**src/rtl/indexed_min_heap_queue_top_defines.svh**
```systemverilog
// Assertion macros used by the heap queue top level.
`ifndef INDEXED_MIN_HEAP_QUEUE_TOP_DEFINES_SVH
`define INDEXED_MIN_HEAP_QUEUE_TOP_DEFINES_SVH

// Same-cycle implication, disabled during reset.
`define IMHQ_ASSERT_IMP(lbl, ante, cons, msg) \
  lbl: assert property (@(posedge clk) disable iff (!rst_n) (ante) |-> (cons)) \
    else $error(msg);

// Next-cycle implication, disabled during reset.
`define IMHQ_ASSERT_NXT(lbl, ante, cons, msg) \
  lbl: assert property (@(posedge clk) disable iff (!rst_n) (ante) |=> (cons)) \
    else $error(msg);

`endif

```
**src/rtl/imhq_pkg.sv**
```systemverilog
// Shared types, constants and command codes for the heap queue.
`default_nettype none
package imhq_pkg;

  localparam int ID_W   = 8;
  localparam int KEY_W  = 32;
  localparam int SLOT_W = 8;
  localparam int CNT_W  = 8;
  localparam int CAP_W  = 8;
  localparam int ACT_W  = 2;
  localparam int ST_W   = 3;
  localparam int DEPTH  = 1 << SLOT_W;
  localparam int APB_AW = 3;
  localparam int APB_DW = 32;

  localparam logic [CAP_W-1:0] CAP_RESET = 8'd255;
  localparam logic REG_CAPACITY = 1'b0;

  typedef enum logic [ACT_W-1:0] {
    ACT_INSERT = 2'd0,
    ACT_REMOVE = 2'd1,
    ACT_UPDATE = 2'd2,
    ACT_QUERY  = 2'd3
  } act_t;

  typedef enum logic [ST_W-1:0] {
    ST_OK      = 3'd0,
    ST_FULL    = 3'd1,
    ST_EMPTY   = 3'd2,
    ST_PRESENT = 3'd3,
    ST_ABSENT  = 3'd4,
    ST_RANGE   = 3'd5
  } status_t;

  typedef struct packed {
    logic [ID_W-1:0]  id;
    logic [KEY_W-1:0] key;
  } entry_t;

  typedef enum logic [2:0] {
    RD_NONE, RD_SLOT, RD_LAST, RD_PARENT, RD_LEFT, RD_RIGHT, RD_POSD, RD_TOP
  } rd_sel_t;

  typedef enum logic [3:0] {
    OP_NONE, OP_LATCH, OP_SET_STATUS, OP_INS_START, OP_REM_TOP, OP_REM_POS,
    OP_CAP_GONE, OP_CAP_LAST, OP_UP_MOVE, OP_PLACE, OP_DN_CAPL, OP_DN_CAPR,
    OP_DN_MOVE, OP_Q_CAP, OP_RESULT
  } dp_op_t;

  typedef struct packed {
    dp_op_t  op;
    rd_sel_t rd;
    logic    pos_rd;
    status_t code;
  } cmd_t;

  typedef struct packed {
    act_t act;
    logic in_range;
    logic present;
    logic empty;
    logic full;
    logic slot_gt1;
    logic up_less;
    logic moved;
    logic s_le_cnt;
    logic l_le_cnt;
    logic r_le_cnt;
    logic dn_less;
    logic out_busy;
  } flags_t;

  typedef enum logic [3:0] {
    S_IDLE, S_LOOKUP, S_DECIDE, S_RM_RDS, S_RM_RDL, S_RM_CLR, S_RM_CHK,
    S_UP_CHK, S_UP_CMP, S_DN_CHK, S_DN_L, S_DN_R, S_DN_CMP, S_POST,
    S_TOP_RD, S_DONE
  } fsm_t;

endpackage
`default_nettype wire

```
**src/rtl/imhq_ctrl.sv**
```systemverilog
// Heap queue controller: sequences lookups, sift walks and the result beat.
`default_nettype none
module imhq_ctrl import imhq_pkg::*; (
  input  wire logic   clk,
  input  wire logic   rst_n,
  input  wire logic   in_valid,
  output logic        in_ready,
  input  wire flags_t flg,
  output cmd_t        cmd
);

  fsm_t state_r, state_nxt;
  logic rem_mode_r, rem_mode_nxt;

  always_ff @(posedge clk) begin
    if (!rst_n) begin
      state_r    <= S_IDLE;
      rem_mode_r <= 1'b0;
    end else begin
      state_r    <= state_nxt;
      rem_mode_r <= rem_mode_nxt;
    end
  end

  always_comb begin
    state_nxt    = state_r;
    rem_mode_nxt = rem_mode_r;
    in_ready     = 1'b0;
    cmd          = '{op: OP_NONE, rd: RD_NONE, pos_rd: 1'b0, code: ST_OK};
    unique case (state_r)
      S_IDLE: begin
        in_ready = 1'b1;
        if (in_valid) begin
          cmd.op    = OP_LATCH;
          state_nxt = S_LOOKUP;
        end
      end
      S_LOOKUP: begin
        cmd.pos_rd = 1'b1;
        state_nxt  = S_DECIDE;
      end
      S_DECIDE: begin
        state_nxt = S_TOP_RD;
        cmd.op    = OP_SET_STATUS;
        unique case (flg.act)
          ACT_INSERT: begin
            priority if (!flg.in_range) cmd.code = ST_RANGE;
            else if (flg.present) cmd.code = ST_PRESENT;
            else if (flg.full) cmd.code = ST_FULL;
            else begin
              cmd.op       = OP_INS_START;
              rem_mode_nxt = 1'b0;
              state_nxt    = S_UP_CHK;
            end
          end
          ACT_REMOVE: begin
            if (flg.empty) begin
              cmd.code = ST_EMPTY;
            end else begin
              cmd.op       = OP_REM_TOP;
              rem_mode_nxt = 1'b1;
              state_nxt    = S_RM_RDS;
            end
          end
          ACT_UPDATE: begin
            priority if (!flg.in_range) cmd.code = ST_RANGE;
            else if (!flg.present) cmd.code = ST_ABSENT;
            else begin
              cmd.op       = OP_REM_POS;
              rem_mode_nxt = 1'b1;
              state_nxt    = S_RM_RDS;
            end
          end
          ACT_QUERY: begin
            priority if (!flg.in_range) cmd.code = ST_RANGE;
            else if (!flg.present) cmd.code = ST_ABSENT;
            else begin
              cmd.op    = OP_NONE;
              cmd.rd    = RD_POSD;
              state_nxt = S_DONE;
            end
          end
          default: begin
          end
        endcase
        if (flg.act == ACT_QUERY && flg.in_range && flg.present) begin
          state_nxt = S_POST;
        end
      end
      S_RM_RDS: begin
        cmd.rd    = RD_SLOT;
        state_nxt = S_RM_RDL;
      end
      S_RM_RDL: begin
        cmd.op    = OP_CAP_GONE;
        cmd.rd    = RD_LAST;
        state_nxt = S_RM_CLR;
      end
      S_RM_CLR: begin
        cmd.op    = OP_CAP_LAST;
        state_nxt = S_RM_CHK;
      end
      S_RM_CHK: begin
        state_nxt = flg.s_le_cnt ? S_UP_CHK : S_POST;
      end
      S_UP_CHK: begin
        priority if (flg.slot_gt1) begin
          cmd.rd    = RD_PARENT;
          state_nxt = S_UP_CMP;
        end else if (rem_mode_r && !flg.moved) begin
          state_nxt = S_DN_CHK;
        end else begin
          cmd.op    = OP_PLACE;
          state_nxt = S_POST;
        end
      end
      S_UP_CMP: begin
        priority if (flg.up_less) begin
          cmd.op    = OP_UP_MOVE;
          state_nxt = S_UP_CHK;
        end else if (rem_mode_r && !flg.moved) begin
          state_nxt = S_DN_CHK;
        end else begin
          cmd.op    = OP_PLACE;
          state_nxt = S_POST;
        end
      end
      S_DN_CHK: begin
        if (flg.l_le_cnt) begin
          cmd.rd    = RD_LEFT;
          state_nxt = S_DN_L;
        end else begin
          cmd.op    = OP_PLACE;
          state_nxt = S_POST;
        end
      end
      S_DN_L: begin
        cmd.op = OP_DN_CAPL;
        if (flg.r_le_cnt) begin
          cmd.rd    = RD_RIGHT;
          state_nxt = S_DN_R;
        end else begin
          state_nxt = S_DN_CMP;
        end
      end
      S_DN_R: begin
        cmd.op    = OP_DN_CAPR;
        state_nxt = S_DN_CMP;
      end
      S_DN_CMP: begin
        if (flg.dn_less) begin
          cmd.op    = OP_DN_MOVE;
          state_nxt = S_DN_CHK;
        end else begin
          cmd.op    = OP_PLACE;
          state_nxt = S_POST;
        end
      end
      S_POST: begin
        priority if (flg.act == ACT_QUERY) begin
          cmd.op    = OP_Q_CAP;
          state_nxt = S_TOP_RD;
        end else if (rem_mode_r && flg.act == ACT_UPDATE) begin
          cmd.op       = OP_INS_START;
          rem_mode_nxt = 1'b0;
          state_nxt    = S_UP_CHK;
        end else begin
          state_nxt = S_TOP_RD;
        end
      end
      S_TOP_RD: begin
        cmd.rd    = RD_TOP;
        state_nxt = S_DONE;
      end
      S_DONE: begin
        if (!flg.out_busy) begin
          cmd.op    = OP_RESULT;
          state_nxt = S_IDLE;
        end
      end
      default: state_nxt = S_IDLE;
    endcase
  end

endmodule
`default_nettype wire
```
**config.mk**
```make
export PLATFORM = sky130hd
export DESIGN_NAME = imhq_ctrl
export DESIGN_NICKNAME = d
export VERILOG_FILES = /design/src/rtl/indexed_min_heap_queue_top_defines.svh /design/src/rtl/imhq_pkg.sv /design/src/rtl/imhq_ctrl.sv
export SDC_FILE = /design/constraint.sdc
export NUM_CORES = 1
export LEC_CHECK = 0
export BUFFER_PORTS_ARGS = -buffer_cell sky130_fd_sc_hd__buf_2
export CORE_MARGIN = 2
export CORE_UTILIZATION = 47
export CTS_CLUSTER_SIZE = 28
export DETAILED_ROUTE_END_ITERATION = 16
export GPL_ROUTABILITY_DRIVEN = 0
export GPL_TIMING_DRIVEN = 0
export PLACE_DENSITY = 0.83
export SLEW_MARGIN = 20
export SYNTH_ARGS = -nofsm -noshare
export SYNTH_HDL_FRONTEND = slang
export SYNTH_SLANG_ARGS = --single-unit
```
**constraint.sdc**
```tcl
create_clock -name clk -period 1.6 [get_ports clk]
set_clock_uncertainty 0.1 [all_clocks]
set_input_delay 0.24 -clock clk [delete_from_list [all_inputs] [get_ports clk]]
set_output_delay 0.24 -clock clk [all_outputs]
set_load 0.005 [all_outputs]
```
Yosys cells after proc, flatten, opt, wreduce, memory -nomap -nowiden
Index checks and enable logic that the tools add are counted.

Input port bits: 17. Output and inout bits: 12. Logic and storage cells: 108. Register bits: 5.

Reduce and logical (&&, ||, !) cells: 11. Mux-type cells: 66. Eq/ne operators: 29.

Operators with widths (count): $mux W4 (20); $pmux W4 S16 (1); $mux W3 (16); $pmux W4 S12 (1); $eq A4 B4 Y1 const B (8); $pmux W4 S4 (2); $pmux W3 S7 (1); $ne A3 B3 Y1 const B (6); $eq A4 B3 Y1 const B (4); $mux W1 (16); $mux W5 (2); $reduce_and A10 Y1 (1); $pmux W3 S3 (1); $eq A4 B2 Y1 const B (2); $mux W2 (4); $ne A2 B2 Y1 const B (4); $eq A2 B2 Y1 const B (2); $eq A4 B1 Y1 const B (1); $logic_and A1 B1 Y1 (4); $logic_not A4 Y1 (1); $ne A4 B2 Y1 const B (1); $pmux W1 S3 (1); $eq A2 B1 Y1 const B (1); $logic_not A2 Y1 (1); 5 further kinds (5).

Logic depth before layout (Yosys ltp)
Gate-level depths: netlist of the first run.

Depth after elaboration: 6. Mapped depth: 7. Depth with buffers taken out: 6.

Worst setup path before layout of the first run
No wires, ideal clock.

Path kind: reg-to-output. Start point: register state_r[3]. End point: output port cmd[7] in the netlist's numbering. Path buffers: 1. Slack: -184 ps. Cell stages (with the launch flop): 6. Data required time: 1260 ps. Data arrival time: 1444 ps. Cell sequence: dfxtp_1 -> or4b_1 -> buf_2 -> a21o_1 -> o211ai_1 -> a221o_1.

RTL lines: from (decl) (RTL line imhq_ctrl.sv:12) `fsm_t state_r, state_nxt;`; from (signal assigned) (RTL line imhq_ctrl.sv:20) `state_r <= state_nxt;`; to (decl) (RTL line imhq_ctrl.sv:9) `output cmd_t cmd`.

==> reports/results.ini, run 1 <==
[worst_setup_path]
crit_fanout=10
path_class=register to output pin
startpoint_type=register
critPathRequiredTime_ns=1.26
reg2reg_depth=6
worst_setup_path_end_kind=output pin
reg2reg_from=state_r[2]
cp.arrival_ns=1.92
crit_path_start=state_r[0]

[sta]
timing.final.crit_share_pct=141
max_slew_margin_pct=70.0
holdWs_ns=0.175
setup_viol=15
rsz0062_at_grt=yes
period_needed_ns=2.26
drv_slew=0
setup-tns-final_ns=-5.01
worst_pin_slew_ns=0.450
setup_ws_ns=-0.664
max_freq_ghz=0.442
finalHoldViolCount=0

[finish]
diodes=0
fin_util_pct=86.4
mostFrequentLayoutCells=buf_2 (27), buf_4 (15), nand2_1 (11), buf_6 (10), o21ai_0 (9)
nets=228
drive_gt1_share_pct=47.3
layout_commonest_cell=buf_2
final_area_um2=1730
area_delta_synth_final_pct=69.3

[yosys]
yosysWarnings=0
yosysSeqAreaShare_pct=9.79
postSynthCellCount=154
async_flop_share_pct=0
synthFlopType=dfxtp_1
synth.net_count=176
synth-seq-cells=5
yosysUniqueCellTypes=49
synth_area_um2=1020
synth.avg_cell_area_um2=6.64
synth_edf_count=0

[grt]
grt_pass1_vias=1460
grt_max_degree=11
grt_pass1_wl_um=7130
antenna_found_initial=0
overflow=0
globalRouteTotalUtil_pct=36.6

[power_and_ir_drop]
p_sw_mw=1.51
pwr-share-seq_pct=9.3
vdd_drop_max_mv=1.60
combPwrFrac_pct=85.9
clockPowerShare_pct=4.8
switching_share_pct=50.6
powerDensity_nw_per_um2=1720
p_leak_nw=0.689
p_int_mw=1.47

[worst_hold_path]
holdPathStages=2
hold_start=rst_n
hp-class=primary input to register

[clock_network]
clk_pin_slew_ns=0.04
ctsHtreeMaxLevel=1
cts_sinks=5
clock_latency_ns=0.24
cts_max_path_buffers=2
numCtsBuffers=3
cts_root_buf=clkbuf_4
cts_tree=yes

[floorplan]
std_cell_rows=16
initial_core_util_pct=51.1
ios=29
fp.dieW_um=50.6
fp.dieH_um=50.6
core_um2=2000
dieArea_um2=2560

[detailed_routing]
viasPerCell=7.69
antenna_left=0
routed_wirelength_um=5830
wire_per_inst_um=25.1
initialDrtViolationCount=221
vias=1783
drc=0
dr.pass1.iters=8

[flow_run]
max-cap-violations=0

[placement]
place_area_um2=1200
port_buffers=26
dp_hpwl_um=2560

[status]
violations=setup timing
outcome=finished with violations

timing repair:
item / 4_1_cts / 5_1_grt
pin swaps: 14 / 11
resized for setup: 50 / 41
gates cloned: 0 / 1
endpoints found under the setup margin: 17 / 17
buffers inserted: 16 / 8
hold buffers: 0 / 0
final cells by class:
cell class | instances | area (um^2)
buffer | 13 | 160
clock buffer | 4 | 26.3
fill | 102 | 272
inverter | 10 | 45.0
multi-input combinational | 124 | 1030
sequential | 5 | 110
tap | 27 | 33.8
timing repair buffer | 48 | 322
timing repair inverter | 1 | 7.51
logic make-up (layout without fill, tap and decap cells):
| family | after synthesis | after routing | share of synthesized area, % |
|---|---|---|---|
| buffers and inverters | 25 | 76 | 9.79 |
| DFF | 5 | 5 | 9.79 |
| xor gates and xnor gates | 1 | 1 | 0.857 |
| adders and majority gates | 5 | 5 | 6.12 |
| AOI/OAI and AO/OA | 66 | 66 | 45.0 |
| and+or+nand+nor | 52 | 52 | 28.4 |
stage by stage:
step                power, mW  worst slack (ns)  cells
floorplan                1.18            -0.158    154
global placement         1.54            -0.398    207
detailed placement       1.58            -0.471    207
CTS                      2.26            -0.545    225
global route             3.05            -0.644    232
finish                   2.98            -0.664    232
worst max-delay path, stage by stage (launching register included):
cell	delay, ns
dfxtp_4	0.39
buf_8	0.16
clkinv_2	0.17
o2111ai_1	0.31
o211ai_1	0.18
a221o_1	0.32
buf_2	0.15
registers in the layout, indices dropped and copies added, names as in the netlist:
| name | cells |
|---|---|
| state_r | 4 |
| rem_mode_r | 1 |
path summary, 6_finish.rpt:
path	slack, ns	to
max	-0.66	cmd[7]
min	0.17	state_r[2]
max reg2reg	-0.39	rem_mode_r
min reg2reg	0.52	rem_mode_r
per-layer routing:
metal	up-vias	track usage [%]	wire, um	part of all wire (%)
met2	233	58.8	2390	41
li1	695	-	-	-
met4	0	20.3	602	10
met5	-	0	0	0
met1	787	46.6	1930	33
met3	68	5.36	904	16
power by group through the flow:
stage | logic (mW) | clock network (mW) | registers [mW]
final | 2.56 | 0.143 | 0.278
after global routing | 2.62 | 0.159 | 0.280
after CTS | 1.88 | 0.146 | 0.239
after detailed placement | 1.35 | 0 | 0.228
after global placement | 1.32 | 0 | 0.223
after floorplan | 0.969 | 0 | 0.213
cell usage after synthesis, types with 2 or more instances:
library cell | number | share of area (%)
nor2_1 | 6 | 2.2
a2bb2oi_1 | 2 | 1.7
nand2b_1 | 7 | 4.3
o21ai_0 | 13 | 6.4
o2bb2ai_1 | 3 | 2.6
nor2b_1 | 2 | 1.2
dfxtp_1 | 5 | 9.8
ha_1 | 5 | 6.1
o221ai_1 | 3 | 2.6
buf_2 | 5 | 2.4
buf_1 | 4 | 1.5
inv_1 | 8 | 2.9
o22ai_1 | 2 | 1.2
a311oi_1 | 2 | 1.7
a211o_1 | 3 | 2.6
o31ai_1 | 2 | 1.5
a21oi_1 | 13 | 6.4
nand3_1 | 5 | 2.4
a21o_1 | 2 | 1.5
a211oi_1 | 3 | 2.2
o211ai_1 | 2 | 1.5
clkinv_1 | 2 | 0.73
nor3b_1 | 4 | 2.9
nand4b_1 | 2 | 1.7
a31oi_1 | 3 | 1.8
nand2_1 | 12 | 4.4
nor3_1 | 5 | 2.4
a221o_1 | 2 | 2.0
clkbuf_1 | 6 | 2.2
or3_1 | 2 | 1.2
(Power assumes the default switching activity.)
==> run 2: changes to the inputs <==
--- a/config.mk
+++ b/config.mk
@@ -5,6 +5,7 @@
 export SDC_FILE = /design/constraint.sdc
 export NUM_CORES = 1
 export LEC_CHECK = 0
+export ABC_AREA = 1
 export BUFFER_PORTS_ARGS = -buffer_cell sky130_fd_sc_hd__buf_2
 export CORE_MARGIN = 2
 export CORE_UTILIZATION = 47
==> run 2 against run 1 <==
  * Via count is 22% lower
  * The flow still finishes with violations (setup timing)
  * Setup slack better by 0.45 ns
  * Sequential share of layout area rose by 1.6 points
  * Clock-buffer cell count unchanged
  * Non-clock buffer count shrank 24
  * Flip-flop and latch count did not move
  * First-iteration DRC count fell by 62%
==> reports/results.ini, run 2 <==
[status]
outcome=finished with violations
violations=setup timing

[power_and_ir_drop]
p_leak_nw=0.799
powerDensity_nw_per_um2=1190
p_sw_mw=0.907
pwr-share-seq_pct=17.0
switching_share_pct=53.8
power_mw=1.68
clockPowerShare_pct=8.9
vdd_drop_max_mv=1.06
combPwrFrac_pct=74.1
p_int_mw=0.778

[detailed_routing]
dr.pass1.iters=5
drc=0
wire_per_inst_um=13.0
viasPerCell=5.49
routed_wirelength_um=3280
antenna_left=0
initialDrtViolationCount=84
vias=1389

[sta]
rsz0062_at_grt=yes
worst_pin_slew_ns=0.309
holdWs_ns=0.147
max_freq_ghz=0.550
drv_slew=0
max_slew_margin_pct=79.4
period_needed_ns=1.82
finalHoldViolCount=0
setup_viol=10
setup-tns-final_ns=-1.31
setup_ws_ns=-0.217
timing.final.crit_share_pct=114

[placement]
placedCellCount=241
dp_hpwl_um=2220
place_area_um2=1170
pre_cts_ws_ns=-0.121
port_buffers=27

[yosys]
synth_common_cells=nand2_1 (54), inv_1 (25), nand3_1 (23), nor2_1 (22)
async_flop_share_pct=0
yosysWarnings=0
synth_area_leaders=nand2_1 (20%), nand3_1 (11%), dfxtp_1 (10%), inv_1 (9.3%), nor2_1 (8.2%)
synth_edf_count=0
postSynthCellCount=187
synth-seq-cells=5
yosysSeqAreaShare_pct=9.95
synthFlopType=dfxtp_1
synth_area_um2=1010
synth_area_leader_cell=nand2_1
yosysMostFrequentCell=nand2_1
yosysUniqueCellTypes=25
synth.avg_cell_area_um2=5.38
synth.net_count=209
synth_top_area_share_pct=20.1

[clock_network]
cts_sinks=5
ctsHtreeMaxLevel=1
clock_latency_ns=0.25
cts_tree=yes
cts_root_buf=clkbuf_4
cts_max_path_buffers=2
numCtsBuffers=3
cts_hold_buf=0
clk_pin_slew_ns=0.05

[grt]
grt_pass1_wl_um=4820
met2_usage_pct=37.7
grtUsageMet1_pct=33.8
use_met3_pct=5.06
overflow=0
grt_pass1_vias=1131
globalRouteTotalUtil_pct=24.7
antenna_found_initial=0
grt-busiest-layer=met2
grt_max_degree=9

[worst_setup_path]
slowest_delay_ns=0.43
crit_fanout=7
path_class=register to output pin
cp_slowest_cell=dfxtp_4
worst_setup_path_end_kind=output pin
crit_chain=inv_6 -> nand2_4 -> nor2_1 -> nand2_1 -> nand3_2 -> a31oi_2 -> nand2_1 -> buf_2
cpMostUsedCell=nand2_1
critPathRequiredTime_ns=1.26
startpoint_type=register
cp.arrival_ns=1.48

[floorplan]
core_um2=1980
dieArea_um2=2530
ios=29
fp.dieH_um=50.3
fp.dieW_um=50.3
initial_core_util_pct=50.8
std_cell_rows=16

[finish]
stdcell_count=253
layout_commonest_cell=nand2_1
diodes=0
final_area_um2=1420
fin_util_pct=71.6
area_delta_synth_final_pct=41.0
largest_reg_flops=4
nets=249
mostFrequentLayoutCells=nand2_1 (52), buf_2 (28), inv_1 (25), nand3_1 (22), nor2_1 (14)
top_regs=state_r x4, rem_mode_r x1
top_register=state_r
drive_gt1_share_pct=39.4

[flow_run]
max-cap-violations=0

[worst_hold_path]
hp-class=primary input to register

[run 2: changes by cell type after synthesis, moves of 6 or more]
cell / before / now
a21oi_1: 13 / 6
clkbuf_1: 6 / 0
inv_1: 8 / 25
inv_2: 0 / 7
nand2_1: 12 / 54
nand2_2: 0 / 7
nand2b_1: 7 / 0
nand3_1: 5 / 23
nor2_1: 6 / 22
o21ai_0: 13 / 4
[run 2: power groups by stage]
| stage | Combinational [mW] | Clock [mW] | Sequential (mW) |
|---|---|---|---|
| 2_1_floorplan | 0.667 | 0 | 0.230 |
| 3_3_place_gp | 0.927 | 0 | 0.240 |
| 3_5_place_dp | 0.931 | 0 | 0.242 |
| 4_1_cts | 1.08 | 0.151 | 0.274 |
| 5_1_grt | 1.35 | 0.171 | 0.293 |
| 6_report | 1.25 | 0.150 | 0.286 |
[run 2: path summary, 6_finish.rpt]
| path | slack (ns) | depth (start not counted) | endpoint | startpoint |
|---|---|---|---|---|
| setup / recovery | -0.22 | 8 | cmd[7] | state_r[0] |
| setup reg to reg | 0 | 10 | state_r[2] | state_r[0] |
| hold / removal | 0.15 | 3 | state_r[3] | rst_n |
| hold reg to reg | 0.42 | 2 | rem_mode_r | rem_mode_r |
[run 2: kinds of logic (layout without fill, tap and decap cells)]
| kind of cell | after synthesis | count (layout) | share of synthesized area, % |
|---|---|---|---|
| buffers and inverters | 34 | 73 | 13.2 |
| AO/OA/AOI/OAI | 19 | 19 | 11.9 |
| adder cells (fa/ha/maj) | 5 | 5 | 6.22 |
| AND/OR/NAND/NOR | 124 | 124 | 58.7 |
| flip-flops | 5 | 5 | 9.95 |
[run 2: worst max-delay path, delay by kind of cell, from the launching register on]
kind / cells / cell delay, ns
simple gates: 5 / 0.42
buf+inv: 2 / 0.19
flops: 1 / 0.43
compound gates: 1 / 0.18
[run 2: cell type report]
class,instances,area [um^2]
sequential,5,113
timing repair buffer,35,208
fill,156,563
clock buffer,4,26.3
multi-input combinational,148,881
inverter,32,138
buffer,2,20.0
tap,27,33.8
[run 2: routing by layer]
layer,share of wire (%),vias to the layer above
li1,-,681
met1,39,597
met2,45,95
met3,12,16
met4,3.6,0
met5,0,-
[run 2: repair_timing]
action,in CTS,in global routing
gates cloned,0,0
setup endpoints to repair,10,12
gates resized for setup,32,12
buffers inserted,6,2
hold endpoints to repair,0,0
pin swaps,5,10
